**src/rtl/sbc_pkg.sv**
```systemverilog
`default_nettype none
package sbc_pkg;

    localparam int COORD_FRAC_BITS = 16;
    localparam int PARAM_FRAC_BITS = 24;

    localparam int COORD_W  = 32;
    localparam int DEN_W    = COORD_W + 1;
    localparam int NUM_W    = COORD_W + 2;
    localparam int DIV_STEPS = PARAM_FRAC_BITS + 1;
    localparam int Q_W      = PARAM_FRAC_BITS + 2;
    localparam int T_W      = PARAM_FRAC_BITS + 3;
    localparam int PROD_W   = DEN_W + PARAM_FRAC_BITS;
    // abs register, seed stage, one stage per quotient bit, rounding register
    localparam int DIV_LAT  = DIV_STEPS + 3;

    localparam logic signed [T_W-1:0] T_ONE = T_W'(1) <<< PARAM_FRAC_BITS;
    localparam logic signed [T_W-1:0] T_LO  = -T_ONE;
    localparam logic signed [T_W-1:0] T_HI  = T_ONE <<< 1;

    typedef enum logic [1:0] {
        CFG_X_MIN  = 2'd0,
        CFG_Y_MIN  = 2'd1,
        CFG_WIDTH  = 2'd2,
        CFG_HEIGHT = 2'd3
    } cfg_idx_t;

    typedef struct packed {
        logic zero;
        logic lo_sat;
        logic hi_sat;
        logic neg;
    } div_flags_t;

    typedef struct packed {
        logic signed [COORD_W-1:0] sx;
        logic signed [COORD_W-1:0] sy;
        logic signed [COORD_W-1:0] ex;
        logic signed [COORD_W-1:0] ey;
        logic signed [DEN_W-1:0]   dx;
        logic signed [DEN_W-1:0]   dy;
        logic                      x_in;
        logic                      y_in;
    } side_t;

endpackage
`default_nettype wire

```
**src/rtl/sbc_interp.sv**
```systemverilog
`default_nettype none
module sbc_interp (
    input  wire logic                                   clk,
    input  wire logic                                   en,
    input  wire logic signed [sbc_pkg::COORD_W-1:0]     s,
    input  wire logic [sbc_pkg::DEN_W-1:0]              mag,
    input  wire logic                                   neg,
    input  wire logic [sbc_pkg::PARAM_FRAC_BITS-1:0]    t,
    output logic signed [sbc_pkg::COORD_W-1:0]          pos
);

    localparam int PW = sbc_pkg::PROD_W;
    localparam int FB = sbc_pkg::PARAM_FRAC_BITS;
    localparam int CW = sbc_pkg::COORD_W;

    logic [PW-1:0]        prod_reg;
    logic signed [CW-1:0] s_reg;
    logic                 neg_reg;
    logic [PW-1:0]        rounded;
    logic [CW-1:0]        step;

    always_ff @(posedge clk)
    begin
        if (en)
        begin
            prod_reg <= PW'(mag) * PW'(t);
            s_reg    <= s;
            neg_reg  <= neg;
        end
    end

    always_comb
    begin
        rounded = prod_reg + (PW'(1) << (FB - 1));
        // only the low coordinate bits survive, so a 32-bit add suffices
        step    = rounded[FB +: CW];
        pos     = neg_reg ? CW'(s_reg - $signed(step)) : CW'(s_reg + $signed(step));
    end

endmodule
`default_nettype wire

```
**config.mk**
```make
export PLATFORM = sky130hd
export DESIGN_NAME = sbc_interp
export DESIGN_NICKNAME = d
export VERILOG_FILES = /design/src/rtl/sbc_pkg.sv /design/src/rtl/sbc_interp.sv
export SDC_FILE = /design/constraint.sdc
export NUM_CORES = 2
export LEC_CHECK = 0
export BUFFER_PORTS_ARGS = -buffer_cell sky130_fd_sc_hd__buf_4
export CAP_MARGIN = 20
export CORE_MARGIN = 4
export CORE_UTILIZATION = 34
export DETAILED_ROUTE_END_ITERATION = 8
export GPL_TIMING_DRIVEN = 0
export PLACE_DENSITY_LB_ADDON = 0.08
export SLEW_MARGIN = 40
export SYNTH_ARGS = -nofsm -noshare
export SYNTH_HDL_FRONTEND = slang
export SYNTH_SLANG_ARGS = --single-unit
```
**constraint.sdc**
```tcl
create_clock -name clk -period 10.1 [get_ports clk]
set_clock_uncertainty 0.15 [all_clocks]
set_input_delay 1.01 -clock clk [delete_from_list [all_inputs] [get_ports clk]]
set_output_delay 1.01 -clock clk [all_outputs]
set_load 0.01 [all_outputs]
```
# --- Yosys cells after proc, flatten, opt, wreduce, memory -nomap -nowiden ---
# Index checks and enable logic that the tools add are counted.
classes:
  addsub: 3
  n_mul: 1
  n_mux: 1
ops:
  columns: ["operator", "n"]
  rows:
  - ["adder 56 x 24 -> 56 bit, second input constant", 1]
  - ["multiplier 33 x 24 -> 56 bit", 1]
  - ["adder 32 bit", 1]
  - ["2-to-1 mux 32 bit", 1]
  - ["subtractor 32 bit", 1]
totals:
  reg_bits: 89
  inputBits: 92
  out_inout_bits: 32

# --- Longest topological paths before layout ---
depth:
  word_depth: 3
  ltp_mapped: 26

# --- Worst setup path after synthesis ---
# OpenSTA, ideal clock, no wires.
synth_path:
  path_kind: "input -> register"
  startpoint: "input port mag[11] in the netlist's numbering"
  endpoint: "register prod_reg[53] (data pin)"
  arrival_ps: 7384
  setup_slack_ps: 2303
  stages: 24
  cell_sequence: "clkbuf_1 > nand2_1 > fa_1 > inv_1 > fa_1 > inv_1 > fa_1 > inv_1 > fa_1 > fa_1 > fa_1 > inv_1 > fa_1 > inv_1 > ha_1 > nand3_1 > or4b_1 > a211oi_2 > o21ai_2 > a2111oi_4 > o21ai_2 > o21ai_4 > a311oi_1 > xnor2_1"
synth_via:
  elab_chain_len: 1
synth_rtl:
  columns: ["item", "line_no", "source"]
  rows:
  - ["from (decl)", "sbc_interp.sv:6", "input wire logic [sbc_pkg::DEN_W-1:0] mag,"]
  - ["multiplier 33 x 24 -> 56 bit", "sbc_interp.sv:26", "prod_reg <= PW'(mag) * PW'(t);"]
  - ["to (signal assigned)", "sbc_interp.sv:26", null]
  - ["to (decl)", "sbc_interp.sv:16", "logic [PW-1:0] prod_reg;"]
# No other way between the ends.
# A chain may end at the register's enable or synchronous reset.

# --- Worst setup path after layout ---
layout_path:
  startpoint: "input port t[4] in the netlist's numbering"
  endpoint: "register prod_reg[44] (data pin)"
layout_via:
  elab_chain_len: 1
layout_rtl:
  columns: ["item", "line_no", "source"]
  rows:
  - ["from (decl)", "sbc_interp.sv:8", "input wire logic [sbc_pkg::PARAM_FRAC_BITS-1:0] t,"]
  - ["multiplier 33 x 24 -> 56 bit", "sbc_interp.sv:26", null]
# No other way between the ends.

==> summary.md <==
| Metric | Value |
|---|---|
| Worst-path clk slew | `0.06 ns` |
| Mean post-synth cell area | `9.08 um2` |
| Worst Setup Path Type | `input port to register` |
| WL/cell | `24.8 um` |
| Post-CTS Repair Setup Buffers | `0` |
| First-pass GRT wire length | `168000 um` |
| Number of port buffers | `123` |
| Initial DRT Pass Iterations | `5` |
| Final Slew Violations | `0` |
| Critical Path AT | `9.37 ns` |
| Finished Core Util | `37.5%` |
| Most common cell in the netlist | `inv_1` |
| Area contributors post-synth | `fa_1, inv_1, and2_1, ha_1, edfxtp_1` |
| CP required | `10.06 ns` |
| Total routing usage reported by global routing | `24.7%` |
| Synth warn | `0` |
| Hold Fails Final Rpt | `0` |
| Antenna violations before repair | `19` |
| Max reg flops | `33` |
| CTS Sinks | `66` |
| Register area | `1980 um2` |
| TritonCTS clock tree | `yes` |
| Final HPWL DP | `95500 um` |
| Multi-input gate area | `24400 um2` |
| Register area share after synthesis | `6.66%` |
| Ys async rst share | `0%` |
| Total grt overflow | `0` |
| Fill cell count | `9022` |
| Synth-to-Final Area Change | `9.38%` |
| Ratio of final minimum period to clock period | `93.2%` |
| Die Footprint | `92300 um2` |
| Largest net degree at the start of global routing | `67` |
| Share of layout cells above drive strength 1 | `6.58%` |
| Post-synth EDFFs | `66` |
| Final wirelength | `114000 um` |
| Starting Density | `34.3%` |
| Flops & latches, synth | `66` |
| Cell taking the most area after synthesis | `fa_1` |
| Relative slew slack | `34.6%` |
| Min Tclk post-route | `9.41 ns` |
| H-Tree Depth | `3` |
| FP Rows | `108` |
| Core area | `86800 um2` |
| Cells after Synth | `3277` |
| Synth Flop Type | `edfxtp_1` |
| Status | `finished clean` |
| DR vias | `22900` |
| Via density | `5.01` |
| Yosys top cell area share | `45.7%` |
| Routed Antenna Nets | `0` |
| Iteration-0 DRC Markers | `1610` |
| CTS Buf Count | `9` |
| Mapped Area | `29800 um2` |
| Max Fclk | `0.106 GHz` |
| Max Cap Viol | `0` |
| Die width | `304 um` |
| Fin nets | `4391` |
| Count of different cell masters after synthesis | `77` |
| Ports | `124` |
| Setup TNS | `0 ns` |
| Critical Path Sink Type | `register` |
| Routability cong. | `0.929` |
| Crit path max fanout | `10` |
| Worst setup SP type | `input port` |
| RSZ-0062 raised after global routing | `false` |
| # setup viols final | `0` |
| Slew @ Worst Pin | `0.980 ns` |
| CTS Hold Bufs | `0` |
| Post-Syn Nets | `4255` |
| # resized after CTS | `0` |
| Worst hold path class | `input port to register` |
| DRC viols | `0` |
| CTS Root Cell | `clkbuf_16` |
| Synth top cells by count | `inv_1, fa_1, nand2_1` |
| Die H | `304 um` |
| Max Buffers Root-to-Sink | `2` |
| Vias in the first global route | `24900` |
-- worst max-delay path, stage by stage --
cell	delay [ns]
buf_4	0.22
clkbuf_1	0.77
nand2_1	0.18
fa_1	0.54
inv_1	0.05
fa_1	0.49
inv_1	0.07
fa_1	0.54
fa_1	0.53
inv_1	0.06
fa_1	0.44
fa_1	0.52
inv_1	0.05
fa_1	0.51
inv_1	0.05
ha_1	0.31
nand2_1	0.05
o21ai_0	0.50
o2111ai_1	0.35
a211oi_2	0.44
o21ai_2	0.21
a2111oi_4	0.58
o21ai_2	0.21
o21ai_1	0.25
a21oi_1	0.11
xnor2_1	0.34
-- cells in the final DEF, fill, tap and decap left out, types with 6 or more instances in the layout --
cell type and n:
a31oi_1 14, o21a_1 23, nand2b_1 10, nand3_1 35, clkbuf_1 100, clkbuf_2 48, nor2b_1 8, xnor2_1 76
inv_1 730, ha_1 207, fa_1 679, a21o_1 39, o21ai_0 35, o21ai_1 6, o211ai_1 7, nand2_1 427
and4_1 7, clkbuf_16 9, a211oi_1 6, xor2_1 36, nand4_1 11, a21boi_0 7, buf_4 123, and2_1 420
and3_1 24, nor2_1 72, a21oi_1 71, edfxtp_1 66, nor3_1 16
-- worst paths after layout --
path,from,endpoint,slack (ns),depth (start not counted)
max,t[4],prod_reg[44],0.69,26
min,s[27],s_reg[27],0.69,1
-- final cells by class --
type	instances	area share, %
Multi-Input combinational cell	2326	75.1
Clock buffer	9	0.692
Sequential cell	66	6.09
Buffer	155	1.99
Antenna cell	5	0.0384
Tap cell	1155	4.44
Clock inverter	7	0.311
Inverter	730	8.42
Timing Repair Buffer	125	2.91
-- per-stage QoR --
| stage | setup WS, ns | instance area (um2) | hold WS, ns | cells |
|---|---|---|---|---|
| after floorplan | 2.30 | 29800 | 0.959 | 3277 |
| after global placement | 0.235 | 32100 | 1.04 | 4555 |
| after detailed placement | 0.394 | 32200 | 1.04 | 4555 |
| after CTS | 0.748 | 32500 | 0.665 | 4571 |
| after global routing | 0.395 | 32500 | 0.664 | 4574 |
| final | 0.689 | 32500 | 0.686 | 4578 |
-- cells by family after synthesis --
group / share of synthesized area, %
AOI/OAI and AO/OA: 5.80
xor gates and xnor gates: 3.30
adders and majority gates: 54.4
buffers and inverters: 11.2
DFF: 6.66
muxes: 0.172
and+or+nand+nor: 18.5
-- routing by layer --
layer | up-vias | track usage (%) | wire length (um) | part of all wire [%]
li1 | 10100 | - | - | -
met1 | 12000 | 35.7 | 51700 | 45
met2 | 790 | 39.2 | 51100 | 45
met3 | 109 | 4.14 | 7840 | 6.9
met4 | 0 | 5.57 | 3010 | 2.7
met5 | - | 0 | 0 | 0
Power is left out: the tool's default activity adds up to more than one toggle a clock period on the data nets, which glitch-free logic cannot reach.
