### src/rtl/sbc_pkg.sv
`default_nettype none
package sbc_pkg;

    localparam int COORD_FRAC_BITS = 16;
    localparam int PARAM_FRAC_BITS = 24;

    localparam int COORD_W  = 32;
    localparam int DEN_W    = COORD_W + 1;
    localparam int NUM_W    = COORD_W + 2;
    localparam int DIV_STEPS = PARAM_FRAC_BITS + 1;
    localparam int Q_W      = PARAM_FRAC_BITS + 2;
    localparam int T_W      = PARAM_FRAC_BITS + 3;
    localparam int PROD_W   = DEN_W + PARAM_FRAC_BITS;
    // abs register, seed stage, one stage per quotient bit, rounding register
    localparam int DIV_LAT  = DIV_STEPS + 3;

    localparam logic signed [T_W-1:0] T_ONE = T_W'(1) <<< PARAM_FRAC_BITS;
    localparam logic signed [T_W-1:0] T_LO  = -T_ONE;
    localparam logic signed [T_W-1:0] T_HI  = T_ONE <<< 1;

    typedef enum logic [1:0] {
        CFG_X_MIN  = 2'd0,
        CFG_Y_MIN  = 2'd1,
        CFG_WIDTH  = 2'd2,
        CFG_HEIGHT = 2'd3
    } cfg_idx_t;

    typedef struct packed {
        logic zero;
        logic lo_sat;
        logic hi_sat;
        logic neg;
    } div_flags_t;

    typedef struct packed {
        logic signed [COORD_W-1:0] sx;
        logic signed [COORD_W-1:0] sy;
        logic signed [COORD_W-1:0] ex;
        logic signed [COORD_W-1:0] ey;
        logic signed [DEN_W-1:0]   dx;
        logic signed [DEN_W-1:0]   dy;
        logic                      x_in;
        logic                      y_in;
    } side_t;

endpackage
`default_nettype wire

### src/rtl/sbc_div.sv
`default_nettype none
module sbc_div (
    input  wire logic                                  clk,
    input  wire logic                                  en,
    input  wire logic signed [sbc_pkg::NUM_W-1:0]      num,
    input  wire logic signed [sbc_pkg::DEN_W-1:0]      den,
    output logic signed [sbc_pkg::T_W-1:0]             ratio
);

    localparam int NW = sbc_pkg::NUM_W;
    localparam int DW = sbc_pkg::DEN_W;
    localparam int QW = sbc_pkg::Q_W;
    localparam int NS = sbc_pkg::DIV_STEPS;
    localparam int TW = sbc_pkg::T_W;

    logic [NW-1:0] an_reg;
    logic [DW-1:0] ad_reg;
    logic          neg_reg;

    logic [DW-1:0]        r_reg   [NS+1];
    logic [DW-1:0]        d_reg   [NS+1];
    logic [QW-1:0]        q_reg   [NS+1];
    sbc_pkg::div_flags_t  f_reg   [NS+1];
    logic signed [TW-1:0] ratio_reg;

    logic                 ge1, ge2;
    logic [NW-1:0]        an_minus;
    logic [DW-1:0]        r_seed;
    sbc_pkg::div_flags_t  f_seed;
    logic [QW:0]          q_round;
    logic signed [TW-1:0] mag;

    always_comb
    begin
        ge1      = an_reg >= {1'b0, ad_reg};
        ge2      = an_reg >= {ad_reg, 1'b0};
        an_minus = an_reg - {1'b0, ad_reg};
        r_seed   = ge1 ? an_minus[DW-1:0] : an_reg[DW-1:0];
        f_seed.zero   = an_reg == '0;
        f_seed.lo_sat = neg_reg && ge1;
        f_seed.hi_sat = !neg_reg && ge2;
        f_seed.neg    = neg_reg;
    end

    always_ff @(posedge clk)
    begin
        if (en)
        begin
            an_reg  <= num[NW-1] ? NW'(-num) : num;
            ad_reg  <= den[DW-1] ? DW'(-den) : den;
            neg_reg <= num[NW-1] ^ den[DW-1];
            r_reg[0] <= r_seed;
            d_reg[0] <= ad_reg;
            q_reg[0] <= {{(QW-1){1'b0}}, ge1};
            f_reg[0] <= f_seed;
        end
    end

    // one restoring step per stage
    for (genvar k = 1; k <= NS; k++)
    begin : g_step
        logic [DW:0] rs;
        logic [DW:0] rd;
        logic        ge;
        always_comb
        begin
            rs = {r_reg[k-1], 1'b0};
            ge = rs >= {1'b0, d_reg[k-1]};
            rd = rs - {1'b0, d_reg[k-1]};
        end
        always_ff @(posedge clk)
        begin
            if (en)
            begin
                r_reg[k] <= ge ? rd[DW-1:0] : rs[DW-1:0];
                d_reg[k] <= d_reg[k-1];
                q_reg[k] <= {q_reg[k-1][QW-2:0], ge};
                f_reg[k] <= f_reg[k-1];
            end
        end
    end

    always_comb
    begin
        q_round = {1'b0, q_reg[NS]} + (QW+1)'(1);
        mag     = $signed({1'b0, q_round[QW:1]});
    end

    always_ff @(posedge clk)
    begin
        if (en)
        begin
            if (f_reg[NS].zero)
                ratio_reg <= '0;
            else if (f_reg[NS].lo_sat)
                ratio_reg <= sbc_pkg::T_LO;
            else if (f_reg[NS].hi_sat)
                ratio_reg <= sbc_pkg::T_HI;
            else
                ratio_reg <= f_reg[NS].neg ? -mag : mag;
        end
    end

    assign ratio = ratio_reg;

endmodule
`default_nettype wire

### config.mk
export PLATFORM = sky130hd
export DESIGN_NAME = sbc_div
export DESIGN_NICKNAME = d
export VERILOG_FILES = /design/src/rtl/sbc_pkg.sv /design/src/rtl/sbc_div.sv
export SDC_FILE = /design/constraint.sdc
export NUM_CORES = 2
export LEC_CHECK = 0
export BUFFER_PORTS_ARGS = -buffer_cell sky130_fd_sc_hd__buf_2
export CORE_MARGIN = 4
export CORE_UTILIZATION = 52
export CTS_BUF_LIST = sky130_fd_sc_hd__clkbuf_4
export DETAILED_ROUTE_END_ITERATION = 16
export GPL_TIMING_DRIVEN = 1
export PLACE_DENSITY = 0.67
export SLEW_MARGIN = 25
export SYNTH_ARGS = -nofsm -noshare
export SYNTH_HDL_FRONTEND = slang
export SYNTH_SLANG_ARGS = --single-unit
### constraint.sdc
create_clock -name clk -period 6.4 [get_ports clk]
set_input_delay 1.28 -clock clk [delete_from_list [all_inputs] [get_ports clk]]
set_output_delay 1.28 -clock clk [all_outputs]
set_load 0.005 [all_outputs]
After elaboration in Yosys (flattened, before gate mapping)
Memory sizes are Yosys's and may differ from the RTL's.
Index checks and enable logic that the tools add are counted.
{"block": "op_classes", "n_addsub": 30, "order_cmp": 27, "mux": 33, "bitwise_logic": 1, "n_reduce_logical": 5}
{"op": "two-way mux 33 bit", "n": 27}
{"op": ">= comparator 34 x 33 -> 1 bit", "n": 26}
{"op": "subtractor 33 bit", "n": 26}
{"op": "two-way mux 27 bit", "n": 3}
{"op": ">= comparator 34 bit", "n": 1}
{"op": "zero test 34 bit", "n": 1}
{"op": "negation 34 bit", "n": 1}
{"op": "negation 33 bit", "n": 1}
{"op": "two-way mux 32 bit", "n": 1}
{"op": "adder 26 x 1 -> 27 bit (second input constant)", "n": 1}
{"op": "negation 26 -> 27 bit", "n": 1}
{"op": "OR reduction 3 bit", "n": 1}
{"op": "logical AND 1 bit", "n": 2}
{"op": "two-way mux 1 bit", "n": 2}
{"op": "zero test 1 bit", "n": 1}
{"op": "XOR 1 bit", "n": 1}
{"block": "word_totals", "register_bits": 95, "ram_bits": 2496, "input_bits": 69, "out_inout_bits": 27, "word_cells": 107, "n_memories": 4}
{"name": "d_reg", "depth": 26, "word_bits": 33, "read_ports": 25, "rd_clocked_by_memory_dff": 0, "write_ports": 26, "line": "sbc_div.sv:21", "source": "logic [DW-1:0] d_reg [NS+1];"}
{"name": "r_reg", "depth": 26, "word_bits": 33, "read_ports": 25, "rd_clocked_by_memory_dff": 0, "write_ports": 26, "line": "sbc_div.sv:20", "source": "logic [DW-1:0] r_reg [NS+1];"}
{"name": "q_reg", "depth": 26, "word_bits": 26, "read_ports": 26, "rd_clocked_by_memory_dff": 0, "write_ports": 26, "line": "sbc_div.sv:22", "source": "logic [QW-1:0] q_reg [NS+1];"}
{"name": "f_reg", "depth": 26, "word_bits": 4, "read_ports": 26, "rd_clocked_by_memory_dff": 0, "write_ports": 26, "line": "sbc_div.sv:23", "source": "sbc_pkg::div_flags_t f_reg [NS+1];"}

Logic depth before layout (Yosys ltp)
An unclocked memory read counts as a cell.
{"block": "depth", "word_depth": 6, "depth_mapped": 16, "mapped_depth_nobuf": 14}

Worst setup path before layout
No wires, ideal clock.
{"block": "synth_timing", "path_type": "in2reg", "start": "input num[9] in the netlist's numbering", "end": "register an_reg[31] (data pin)", "setup_ps": 263, "arrival_ps": 4157, "required_ps": 6137, "path_slack_ps": 1981, "cell_stages": 8, "n_path_buf": 0, "path_cell_list": "or4_4 or3_1 or3_1 or3_1 or4_4 or4_4 o41ai_2 xnor2_1"}
{"block": "synth_via", "elab_chain_len": 2}
{"element": "from (decl)", "line": "sbc_div.sv:5", "source": "input wire logic signed [sbc_pkg::NUM_W-1:0] num,"}
{"element": "negation 34 bit", "line": "sbc_div.sv:49", "source": "an_reg <= num[NW-1] ? NW'(-num) : num;"}
{"element": "two-way mux 33 bit", "line": "sbc_div.sv:49"}
{"element": "to (signal assigned)", "line": "sbc_div.sv:49"}
{"element": "to (decl)", "line": "sbc_div.sv:16", "source": "logic [NW-1:0] an_reg;"}
Every way passes these cells.
A chain may end at the register's enable or synchronous reset.

==> run_results.csv <==
group,metric,value,unit
worst_setup_path,startpoint,"an_reg[0]",
floorplanning,fp.dieH,492,um
final_layout,layout-drive-gt1-share,12.1,%
pwr,leakagePower,54.7,nW
pwr,peakVddDrop,224,uV
timing,fin_crit,4920,ps
detailed_routing,avgViaCountPerCell,5.69,
timing,hold_viol,0,
detailed_routing,drtIter0Drc,6950,
detailed_routing,firstDrtPassIters,6,
timing,drv_slew,0,
floorplanning,initial_core_util,52.3,%
timing,finalCritPeriodShare,76.8,%
detailed_routing,drc,0,
clock_tree,htreeDepth,6,
synthesis,synth_top_cell_area_share,54.3,%
clock_tree,cts_buffer_depth,4,
global_route,grt_first_pass_wirelength,448,mm
floorplanning,coreArea,233000,sq um
synthesis,netlist_area,122000,sq um
worst_setup_path,cp_slowest_cell,"a311oi_2",
final_layout,final_cell_mix,"edfxtp_1 (2200), inv_1 (1096), ha_1 (894)",
hold_path,hp-class,"in -> reg",
placement,dpl_cell_area,126000,sq um
synthesis,yosysUniqueCellTypes,85,
final_layout,syn2layout_area_growth,9.50,%
timing,setup_ws,1480,ps
outcome,outcome,"finished, final reports clean",
global_route,antenna_found_initial,9,
timing,final-setup-viol-count,0,
clock_tree,clock_sink_count,2200,
placement,gp_congestion,0.938,
clock_tree,postCtsSetupBuffers,0,
timing,holdWs,205,ps
pwr,switchingPower,25.5,mW
clock_tree,clockRootBuffer,"clkbuf_4",
synthesis,synthArstFlopShare,0,%
detailed_routing,wl_per_cell,19.5,um
floorplanning,std_cell_rows,177,
worst_setup_path,crit_fanout,27,
synthesis,ys.flop_type,"edfxtp_1",
detailed_routing,wirelength,287,mm
pwr,swShare,38.4,%
synthesis,ys_top_cells_by_area,"edfxtp_1 (54%), ha_1 (9.2%), xnor2_1 (3.9%)",
global_route,overflow,0,
clock_tree,cts_made_buffers,601,
placement,pre_cts_ws,1550,ps
detailed_routing,ant_nets,0,
clock_tree,path_clk_slew,60,ps
synthesis,syn_nets,11600,
timing,fin_tns_setup,0,ps
final_layout,fin_cells,14700,
synthesis,synth-edff-count,2200,
worst_setup_path,critical-path-max-stage-delay,450,ps
synthesis,ys_seq_area_share,54.3,%
pwr,p_clk_share,18.0,%
detailed_routing,vias,83900,
global_route,grt_usage,23.2,%
placement,dp_hpwl,213,mm
synthesis,syn_area_per_cell,11.4,sq um
worst_setup_path,r2r-start,"an_reg[0]",
timing,rsz0062_at_grt,"no",
global_route,grt_pass1_vias,81800,
timing,worst_pin_slew,1260,ps
worst_setup_path,start_kind,"register",
synthesis,synth_largest_area_cell,"edfxtp_1",
timing,fmax,203,MHz
worst_setup_path,crit_path_cell_trace,"inv_1 > ha_1 > fa_1 > nor2b_1 > o31a_1 > o41ai_2 > o21ai_1 > a221o_1 > a311oi_2 > o21ai_2 > a311o_1 > a21o_1 > a41oi_4 > buf_4 > mux2_1",
floorplanning,dieArea,242000,sq um
worst_setup_path,crit_required,7460,ps
worst_setup_path,endpoint_kind,"register",
global_route,grt_max_degree,197,
final_layout,fin_area,133000,sq um
pwr,p_int,40.9,mW
timing,maxSlewHeadroom,15.8,%
pwr,p_comb_share,45.7,%
synthesis,synth_seq_cells,2200,
clock_tree,clock_latency,1380,ps
synthesis,yosys_warnings,0,
worst_setup_path,critPathArrivalTime,5980,ps
floorplanning,die_w,492,um
synthesis,netlist_instances,10700,
hold_path,min-delay-start,"den[0]",
floorplanning,ios,96,
final_layout,final_common_cell,"edfxtp_1",
timing,skew,142,ps
pwr,p_per_area,499,nW/um^2
final_layout,final_nets,12200,
placement,port_buffers,95,
worst_setup_path,critPathKind,"reg -> reg",
flow_run,maxCapViolCount,0,
pwr,seqPwrFrac,36.2,%
placement,dp_cells,13700,
clock_tree,cts_tree,"yes",
==> cell type report <==
cell class | instances | area [sq um]
fill | 19400 | 99500
sequential | 2200 | 66100
multi-input combinational | 7143 | 50800
clock buffer | 814 | 6110
inverter | 1096 | 4110
tap | 3132 | 3920
timing repair buffer | 159 | 1190
clock inverter | 175 | 986
antenna | 12 | 30.0
==> worst paths after layout <==
| kind | depth (start not counted) | slack, ps | to |
|---|---|---|---|
| hold / removal | 1 | 200 | ad_reg[0] |
| setup / recovery | 15 | 1480 | r_reg[0][19] |
| hold reg to reg | 0 | 330 | q_reg[1][2] |
| setup reg to reg | 15 | 1480 | r_reg[0][19] |
==> routing by layer <==
metal,routed length [um],global-route usage [%]
met1,128000,31.6
met2,133000,37.5
met5,49,0
met4,9200,8.23
met3,16900,4.13
==> critical path, delay by kind of cell (launching register included) <==
| kind | cells | cell delay (ps) |
|---|---|---|
| buffers and inverters | 2 | 550 |
| muxes | 1 | 380 |
| adders and majority gates | 2 | 440 |
| AOI/OAI and AO/OA | 9 | 2760 |
| and+or+nand+nor | 1 | 80 |
| DFF | 1 | 420 |
==> cell usage after synthesis, types with 14 or more instances <==
cell,number
clkbuf_1,193
a221oi_1,24
inv_1,1096
a31oi_1,80
mux2_1,24
or3_1,45
nand2_1,674
o211ai_1,27
nand2b_1,128
nor2b_1,124
nor3b_1,14
nor4_1,41
nor2_1,640
fa_1,25
a21o_1,446
o21a_1,94
buf_1,17
a211oi_1,64
a31o_2,16
o41ai_1,17
o21bai_1,88
edfxtp_1,2200
xnor2_1,548
a311oi_1,14
nand4_1,133
a211o_1,18
mux2i_1,23
o31a_1,23
o31ai_1,97
ha_1,894
or2_2,25
o21ai_0,714
and4_1,15
nor3_1,123
a21boi_0,34
nand3_1,182
a21oi_1,861
and2_1,46
xor2_1,261
mux2_2,300
and3_1,73
==> per-stage QoR <==
stage	power, mW	util [%]
floorplan	46.2	-
global placement	53.6	54.2
finish	66.5	57.2
detailed placement	54.2	54.2
global route	71.5	57.2
CTS	66.7	57.2
==> timing repair <==
| item | in CTS | in global routing |
|---|---|---|
| resized for setup | 0 | 0 |
| hold buffers | 1 | 0 |
| hold endpoints to repair | 1 | 0 |
==> kinds of logic after synthesis <==
group | after synthesis | share of synthesized area, %
buffers and inverters | 1312 | 4.07
DFF | 2200 | 54.3
muxes | 347 | 3.19
and+or+nand+nor | 2319 | 9.06
xor gates and xnor gates | 809 | 5.82
adders and majority gates | 919 | 9.60
AOI/OAI and AO/OA | 2749 | 14.0
==> power by group through the flow <==
stage / clock [mW] / combinational [mW] / sequential, mW
2_1_floorplan: 0 / 23.4 / 22.8
3_3_place_gp: 0 / 29.2 / 24.3
3_5_place_dp: 0 / 29.9 / 24.3
4_1_cts: 12.5 / 30.1 / 24.1
5_1_grt: 13.3 / 33.8 / 24.3
6_report: 12.0 / 30.4 / 24.1
Power figures use the tool's default switching activity.
